**config.mk**
```make
export PLATFORM = sky130hd
export DESIGN_NAME = queued_two_tone_square_generator
export DESIGN_NICKNAME = d
export VERILOG_FILES = /design/src/rtl/qttsg_pkg.sv /design/src/rtl/queued_two_tone_square_generator.sv
export SDC_FILE = /design/constraint.sdc
export NUM_CORES = 1
export LEC_CHECK = 0
export ABC_AREA = 1
export BUFFER_PORTS_ARGS = -buffer_cell sky130_fd_sc_hd__buf_2
export CORE_MARGIN = 2
export CORE_UTILIZATION = 35
export CTS_CLUSTER_DIAMETER = 50
export DETAILED_ROUTE_END_ITERATION = 10
export PLACE_DENSITY_LB_ADDON = 0.1
export SLEW_MARGIN = 10
export SYNTH_ARGS = -nofsm -noshare
export SYNTH_HDL_FRONTEND = slang
export SYNTH_SLANG_ARGS = --single-unit
```
**constraint.sdc**
```tcl
create_clock -name clk -period 6 [get_ports clk]
set_clock_uncertainty 0.05 [all_clocks]
set_input_delay 1.8 -clock clk [delete_from_list [all_inputs] [get_ports clk]]
set_output_delay 1.8 -clock clk [all_outputs]
set_load 0.005 [all_outputs]
```
**src/rtl/qttsg_pkg.sv**
```systemverilog
package qttsg_pkg;

  localparam int DEFAULT_QUEUE_DEPTH   = 16;
  localparam int DEFAULT_COUNTER_WIDTH = 32;

  localparam int CMD_W    = 2;
  localparam int DIV_W    = 8;
  localparam int LEN_W    = 8;
  localparam int AMP_W    = 14;
  localparam int SAMPLE_W = 16;
  localparam int LEVEL_W  = 5;
  localparam int ENTRY_W  = 2 * DIV_W + LEN_W;
  localparam int TENTHS_W = 18;
  localparam int MOD_W    = 18;
  localparam int LFSR_W   = 16;
  localparam int CFG_IDX_W = 1;

  // phase step 109375 over period 176400*n reduces by 175 to 625 over 1008*n
  localparam int PHASE_MULT   = 625;
  localparam int PHASE_MULT_W = 10;
  localparam int MOD_UNIT     = 1008;

  localparam int TENTHS_PER_UNIT   = 882;
  localparam int TENTHS_PER_SAMPLE = 10;

  localparam logic [AMP_W-1:0]  AMP_RESET  = AMP_W'(8192);
  localparam logic [LFSR_W-1:0] LFSR_SEED  = 16'hACE1;

  localparam logic [CMD_W-1:0] CMD_PUSH  = 2'd0;
  localparam logic [CMD_W-1:0] CMD_TICK  = 2'd1;
  localparam logic [CMD_W-1:0] CMD_CLEAR = 2'd2;

  localparam logic [CFG_IDX_W-1:0] REG_AMPLITUDE    = 1'd0;
  localparam logic [CFG_IDX_W-1:0] REG_NOISE_ENABLE = 1'd1;

endpackage

```
**src/rtl/queued_two_tone_square_generator.sv**
```systemverilog
// Two-voice square-wave tone generator with a note queue. A push transaction
// queues a note (two divisors and a length); a full queue drops it and flags
// dropped. A push or a clear transaction goes from idle straight to done. A
// tick transaction yields one sample: a silent tick passes pop, prep, sum and
// done; a sounding one also passes mod, where a single restoring remainder
// unit handles one bit of sample_count*625 per cycle and runs once per voice.
// in_ready is high only between transactions; one finished result is held in
// the output register and the next transaction may be accepted while it waits.
// Registers: index 0 is the voice amplitude, index 1 enables the noise added
// to sounding samples.
module queued_two_tone_square_generator #(
  parameter int QUEUE_DEPTH   = qttsg_pkg::DEFAULT_QUEUE_DEPTH,
  parameter int COUNTER_WIDTH = qttsg_pkg::DEFAULT_COUNTER_WIDTH
) (
  input  logic                                  clk,
  input  logic                                  rst,
  input  logic                                  cfg_we,
  input  logic [qttsg_pkg::CFG_IDX_W-1:0]       cfg_index,
  input  logic [qttsg_pkg::AMP_W-1:0]           cfg_data,
  input  logic                                  in_valid,
  output logic                                  in_ready,
  input  logic [qttsg_pkg::CMD_W-1:0]           cmd,
  input  logic [qttsg_pkg::DIV_W-1:0]           tone_a_divisor,
  input  logic [qttsg_pkg::DIV_W-1:0]           tone_b_divisor,
  input  logic [qttsg_pkg::LEN_W-1:0]           length_units,
  output logic                                  out_valid,
  input  logic                                  out_ready,
  output logic signed [qttsg_pkg::SAMPLE_W-1:0] sample,
  output logic                                  note_active,
  output logic [qttsg_pkg::LEVEL_W-1:0]         queue_level,
  output logic                                  dropped
);
  import qttsg_pkg::*;

  localparam int AW   = $clog2(QUEUE_DEPTH);
  localparam int CNTW = $clog2(QUEUE_DEPTH + 1);
  localparam int PW   = COUNTER_WIDTH + PHASE_MULT_W;
  localparam int BW   = $clog2(PW);

  typedef enum logic [5:0] {
    S_IDLE = 6'b000001,
    S_POP  = 6'b000010,
    S_PREP = 6'b000100,
    S_MOD  = 6'b001000,
    S_SUM  = 6'b010000,
    S_DONE = 6'b100000
  } state_t;

  state_t state;

  logic [ENTRY_W-1:0]       mem [QUEUE_DEPTH];
  logic [ENTRY_W-1:0]       rd;
  logic [AW-1:0]            head;
  logic [AW-1:0]            tail;
  logic [CNTW-1:0]          count;
  logic [COUNTER_WIDTH-1:0] sample_count;
  logic [TENTHS_W-1:0]      remaining;
  logic [2*DIV_W-1:0]       tones;
  logic [LFSR_W-1:0]        lfsr;
  logic [AMP_W-1:0]         amplitude;
  logic                     noise_en;

  logic [PW-1:0]            prod;
  logic [MOD_W-1:0]         modulus;
  logic [MOD_W-1:0]         rem;
  logic [BW-1:0]            bit_idx;
  logic                     voice;
  logic [1:0]               signs;
  logic                     active;

  logic signed [SAMPLE_W-1:0] res_sample;
  logic                       res_active;
  logic                       res_dropped;

  logic                 accept;
  logic                 is_full;
  logic [MOD_W:0]       rem_sh;
  logic [MOD_W-1:0]     rem_next;
  logic [DIV_W-1:0]     div_a;
  logic [DIV_W-1:0]     div_b;
  logic [LFSR_W-1:0]    lfsr_next;
  logic signed [SAMPLE_W:0] amp_s;
  logic signed [SAMPLE_W:0] va;
  logic signed [SAMPLE_W:0] vb;
  logic signed [SAMPLE_W:0] sum;
  logic signed [SAMPLE_W:0] mix;

  assign in_ready = (state == S_IDLE);
  assign accept   = in_valid && in_ready;
  assign is_full  = (count == CNTW'(QUEUE_DEPTH));
  assign div_a    = tones[2*DIV_W-1:DIV_W];
  assign div_b    = tones[DIV_W-1:0];

  // one step of the restoring remainder
  always_comb begin
    rem_sh = {rem, prod[bit_idx]};
    if (rem_sh >= {1'b0, modulus}) begin
      rem_next = MOD_W'(rem_sh - {1'b0, modulus});
    end else begin
      rem_next = rem_sh[MOD_W-1:0];
    end
  end

  always_comb begin
    lfsr_next = {lfsr[0] ^ lfsr[2] ^ lfsr[3] ^ lfsr[5], lfsr[LFSR_W-1:1]};
    amp_s = (SAMPLE_W+1)'(amplitude);
    va = signs[0] ? amp_s : -amp_s;
    vb = signs[1] ? amp_s : -amp_s;
    sum = '0;
    if (div_a != '0) begin
      sum = sum + va;
    end
    if (div_b != '0) begin
      sum = sum + vb;
    end
    if (div_a != '0 && div_b != '0) begin
      sum = (sum > 0) ? amp_s : -amp_s;
    end
    mix = sum;
    if (noise_en) begin
      // low ten bits minus 512
      mix = sum + (SAMPLE_W+1)'(signed'({~lfsr_next[9], lfsr_next[8:0]}));
    end
  end

  always_ff @(posedge clk) begin
    if (accept && cmd == CMD_PUSH && !is_full) begin
      mem[tail] <= {tone_a_divisor, tone_b_divisor, length_units};
    end
    rd <= mem[head];
  end

  always_ff @(posedge clk) begin
    if (rst) begin
      state        <= S_IDLE;
      head         <= '0;
      tail         <= '0;
      count        <= '0;
      sample_count <= '0;
      remaining    <= '0;
      tones        <= '0;
      lfsr         <= LFSR_SEED;
      amplitude    <= AMP_RESET;
      noise_en     <= 1'b1;
      out_valid    <= 1'b0;
    end else begin
      if (cfg_we) begin
        case (cfg_index)
          REG_AMPLITUDE:    amplitude <= cfg_data;
          REG_NOISE_ENABLE: noise_en  <= cfg_data[0];
          default: ;
        endcase
      end
      if (out_valid && out_ready && state != S_DONE) begin
        out_valid <= 1'b0;
      end
      case (state)
        S_IDLE: begin
          if (accept) begin
            res_sample  <= '0;
            res_active  <= 1'b0;
            res_dropped <= (cmd == CMD_PUSH) && is_full;
            case (cmd)
              CMD_PUSH: begin
                if (!is_full) begin
                  tail  <= (tail == AW'(QUEUE_DEPTH - 1)) ? '0 : tail + 1'b1;
                  count <= count + 1'b1;
                end
                state <= S_DONE;
              end
              CMD_TICK: begin
                state <= S_POP;
              end
              CMD_CLEAR: begin
                head         <= '0;
                tail         <= '0;
                count        <= '0;
                sample_count <= '0;
                remaining    <= '0;
                state        <= S_DONE;
              end
              default: begin
                state <= S_DONE;
              end
            endcase
          end
        end
        S_POP: begin
          if (remaining == '0 && count != '0) begin
            head      <= (head == AW'(QUEUE_DEPTH - 1)) ? '0 : head + 1'b1;
            count     <= count - 1'b1;
            tones     <= rd[ENTRY_W-1:LEN_W];
            remaining <= TENTHS_W'(rd[LEN_W-1:0]) * TENTHS_W'(TENTHS_PER_UNIT);
          end
          state <= S_PREP;
        end
        S_PREP: begin
          active  <= (remaining != '0);
          prod    <= PW'(sample_count) * PW'(PHASE_MULT);
          modulus <= MOD_W'(div_a) * MOD_W'(MOD_UNIT);
          rem     <= '0;
          bit_idx <= BW'(PW - 1);
          voice   <= 1'b0;
          state   <= (remaining != '0) ? S_MOD : S_SUM;
        end
        S_MOD: begin
          if (bit_idx == '0) begin
            signs[voice] <= (rem_next < (modulus >> 1));
            rem          <= '0;
            bit_idx      <= BW'(PW - 1);
            voice        <= 1'b1;
            modulus      <= MOD_W'(div_b) * MOD_W'(MOD_UNIT);
            if (voice) begin
              state <= S_SUM;
            end
          end else begin
            rem     <= rem_next;
            bit_idx <= bit_idx - 1'b1;
          end
        end
        S_SUM: begin
          res_active <= active;
          if (active) begin
            res_sample <= SAMPLE_W'(mix);
            if (noise_en) begin
              lfsr <= lfsr_next;
            end
          end
          remaining <= (remaining > TENTHS_W'(TENTHS_PER_SAMPLE)) ?
                       remaining - TENTHS_W'(TENTHS_PER_SAMPLE) : '0;
          sample_count <= sample_count + 1'b1;
          state <= S_DONE;
        end
        S_DONE: begin
          if (!out_valid || out_ready) begin
            sample      <= res_sample;
            note_active <= res_active;
            queue_level <= LEVEL_W'(count);
            dropped     <= res_dropped;
            out_valid   <= 1'b1;
            state       <= S_IDLE;
          end
        end
        default: begin
          state <= S_IDLE;
        end
      endcase
    end
  end

`ifndef SYNTHESIS
  a_count_bound: assert property (@(posedge clk) disable iff (rst)
    count <= CNTW'(QUEUE_DEPTH))
    else $error("queue count above depth");

  a_drop_full: assert property (@(posedge clk) disable iff (rst)
    out_valid && dropped |-> queue_level == LEVEL_W'(QUEUE_DEPTH))
    else $error("drop flagged with room in queue");

  a_silent_zero: assert property (@(posedge clk) disable iff (rst)
    out_valid && !note_active |-> sample == '0)
    else $error("nonzero sample without a note");

  a_rem_range: assert property (@(posedge clk) disable iff (rst)
    state == S_MOD && modulus != '0 |-> rem < modulus)
    else $error("remainder out of range");

  a_busy_after_accept: assert property (@(posedge clk) disable iff (rst)
    accept |=> !in_ready)
    else $error("ready right after a transaction");
`endif

endmodule

```
==> run metrics <==
slowest stage delay, CP=460 ps; dpl hpwl=approximately 70 mm; core area=~0.11 sq mm; most frequent cells in the layout=inv_1, nand2_1, edfxtp_1; initial drt markers=between 1500 and 2000; setup TNS=0 ps; worst setup path class=reg -> reg; sequential area share after synthesis=46.62%; worst reg2reg startpoint=amplitude[1]$_SDFFE_PP0P_; max-cap viol count=0; Row Count=about 120; async set or reset register ratio after synthesis=0%; Critical-path top delay cell=fa_1; share of layout cells above drive strength 1=9.560%; Rel. slew slack=a little under a third; kind of end point of the critical path=register; Gate power share=between 15 and 20%; Inst Count DP=roughly 5500; first-pass GRT wire length=around 160 mm; most common cell after layout, fill and taps aside=inv_1; Final Hold Fails=0; final std cells w/o fill=around 5700; hold_sp=res_sample[11]$_SDFFCE_PN0P_; crit path DAT=between 5000 and 6000 ps; internal power=between 9000 and 10000 uW; initial antenna violation count=12; wire length per cell=~18 um; most used cell along the critical path=nand2_1; DR vias=roughly 28000; final RePlAce weighted congestion=~0.85; Fmax achieved=~180 MHz; Horiz. Die Dim=roughly 340 um; Max Fanout on Critical Path=7; HP Class=reg -> reg; Die Y=about 340 um; Pwr per Cell Area=about 300 mW/mm^2; # IOs=71; TritonCTS Sinks=around 650; Yosys warnings=0; Area Growth Syn to Fin=15.70%; clock-pin slew on the worst setup and hold paths=50 ps; Mapped Area=0.03880 sq mm; outcome=completed; CTS Buffer Depth=3; TritonCTS clock tree=yes; die footprint=0.1135 sq mm; Tot Pwr=about 14000 uW; dominant synthesized flop cell=edfxtp_1; post-synth top area share=39.39%; LEAKAGE=~0.019 uW; Post-synth EDFFs=between 500 and 600; Clk pwr share=a little over two fifths; vias in the first global route=between 20000 and 30000; Port-buffer cells=70; fill cell count=between 10000 and 15000; Max VDD drop=0.5298 mV; switching share of total power=between 30% and 40%; Mapped Cells=3986; Pre-antenna DRT Iters=6; Avg Inst Size Synth=between 9 and 10 sq um; Synth cell types=58; Final min period=5502 ps; Total Wirelength=slightly above 100 mm; Final Max Slew Viols=0; clk_lat worst skew=720 ps; hold_ws=around 360 ps; net switching power=4121 uW; largest cells by area after synthesis=edfxtp_1, ha_1, fa_1; worst setup path start=amplitude[1]$_SDFFE_PP0P_; GRT overflow=0; Mapped Nets=about 4500; #FFs+latches synth=between 600 and 700; Post-DRT Antenna Nets=0; nets@finish=4600; largest net degree at the start of global routing=between 150 and 200; Initial Util=a little over a third; Hold Buf Count CTS=0; Inserted Clock Buffers=97; GRT Util Overall=a little under a fifth; critical path launch point type=register; vias per inst=slightly below 5; worst-margin pin slew=between 1000 and 1500 ps; H-tree depth=3; Seq pwr share=36.8%; period utilization=91.71%; Req. time, crit path=between 6000 and 7000 ps; biggest area consumer among synthesized cells=edfxtp_1; Post-route DRC=0; final setup violation count=0; Root Buffer=clkbuf_16
==> sequential cells by signal, indices dropped and copies added, names as in the netlist, 2 cells and up <==
register,count
mem,384
prod,42
sample_count,32
rd,24
rem,18
remaining,17
lfsr,16
res_sample,16
sample,16
tones,16
amplitude,14
modulus,14
bit_idx,6
state,6
count,5
queue_level,5
head,4
tail,4
signs,2
==> through the flow <==
step	instance area [sq um]	util (%)	setup slack [ps]
6_report	44890	40.68	497.7
5_1_grt	44880	40.67	-22.51
4_1_cts	44720	40.52	56.09
3_5_place_dp	41270	37.40	98.10
3_3_place_gp	41270	37.40	125.4
2_1_floorplan	38800	-	781.9
==> power groups by stage <==
stage | logic (uW) | registers (uW) | clock network, uW
final | 2730 | 5040 | 5930
after floorplan | 2040 | 5080 | 0
after global placement | 2750 | 5130 | 0
after detailed placement | 2750 | 5130 | 0
after global routing | 3230 | 5050 | 6240
after CTS | 2770 | 5040 | 6090
==> final timing paths <==
check,end,slack [ps],depth (start not counted)
max reg2reg,res_sample[12]$_SDFFCE_PN0P_,500,37
min reg2reg,sample[11]$_DFFE_PP_,360,0
max,res_sample[12]$_SDFFCE_PN0P_,500,37
min,sample[11]$_DFFE_PP_,360,0
==> repair_timing <==
item	4_1_cts	5_1_grt
buffers inserted	0	3
endpoints found under the setup margin	0	9
resized for setup	0	38
endpoints found under the hold margin	0	0
==> final cells by class <==
cell class / count / area (sq um) / share of cell area [%]
Antenna cell: 4 / 10.01 / 0.02230
Clock buffer: 114 / 2512 / 5.597
Clock inverter: 68 / 934.6 / 2.082
Inverter: 669 / 2514 / 5.599
Multi-Input combinational cell: 2540 / 17980 / 40.05
Sequential cell: 649 / 18100 / 40.32
Tap cell: 1488 / 1862 / 4.147
Timing Repair Buffer: 144 / 980.9 / 2.185
==> kinds of logic after synthesis <==
group / Yosys count / share of synthesized area, %
flip-flops: 649 / 46.62
buffers and inverters: 798 / 7.775
AND/OR/NAND/NOR: 1190 / 13.14
XOR/XNOR: 100 / 2.257
AO/OA/AOI/OAI: 726 / 11.03
multiplexers: 70 / 1.806
adder cells (fa/ha/maj): 453 / 17.37
==> worst max-delay path: cells and delay by family (launching register included) <==
family	cells	cell delay [ps]
buffers and inverters	8	620
AND/OR/NAND/NOR	18	1840
flip-flops	1	440
adder cells (fa/ha/maj)	3	1100
XOR/XNOR	1	140
AO/OA/AOI/OAI	7	1050
==> synth_stat cells (7+ instances only) <==
cell type    n
a211oi_1    12
o21ai_0    285
o221ai_1    75
nand2_2      7
buf_2       14
o22ai_1     12
buf_1        7
nor3_1      44
dfxtp_1    140
o21ai_1      7
nand2_1    525
a21oi_1    220
fa_1       143
a31oi_1     15
o32ai_1     26
nor2_1     371
nand4_1     27
o211ai_1    35
inv_1      660
xnor2_1     24
clkbuf_1   107
mux2i_1     70
edfxtp_1   509
ha_1       310
o21a_1      10
nand3_1    160
nor4_1      14
nor2_4       7
xor2_1      76
==> metal layers <==
| layer | GRT usage, % | wire length [um] | share of wire [%] |
|---|---|---|---|
| met1 | 25.85 | 49800 | 48 |
| met4 | 5.272 | 2451 | 2.4 |
| met3 | 2.301 | 3896 | 3.7 |
| met5 | 0 | 48 | 0.046 |
| met2 | 29.78 | 47760 | 46 |
Note: power is estimated with default switching activity, not from simulation.
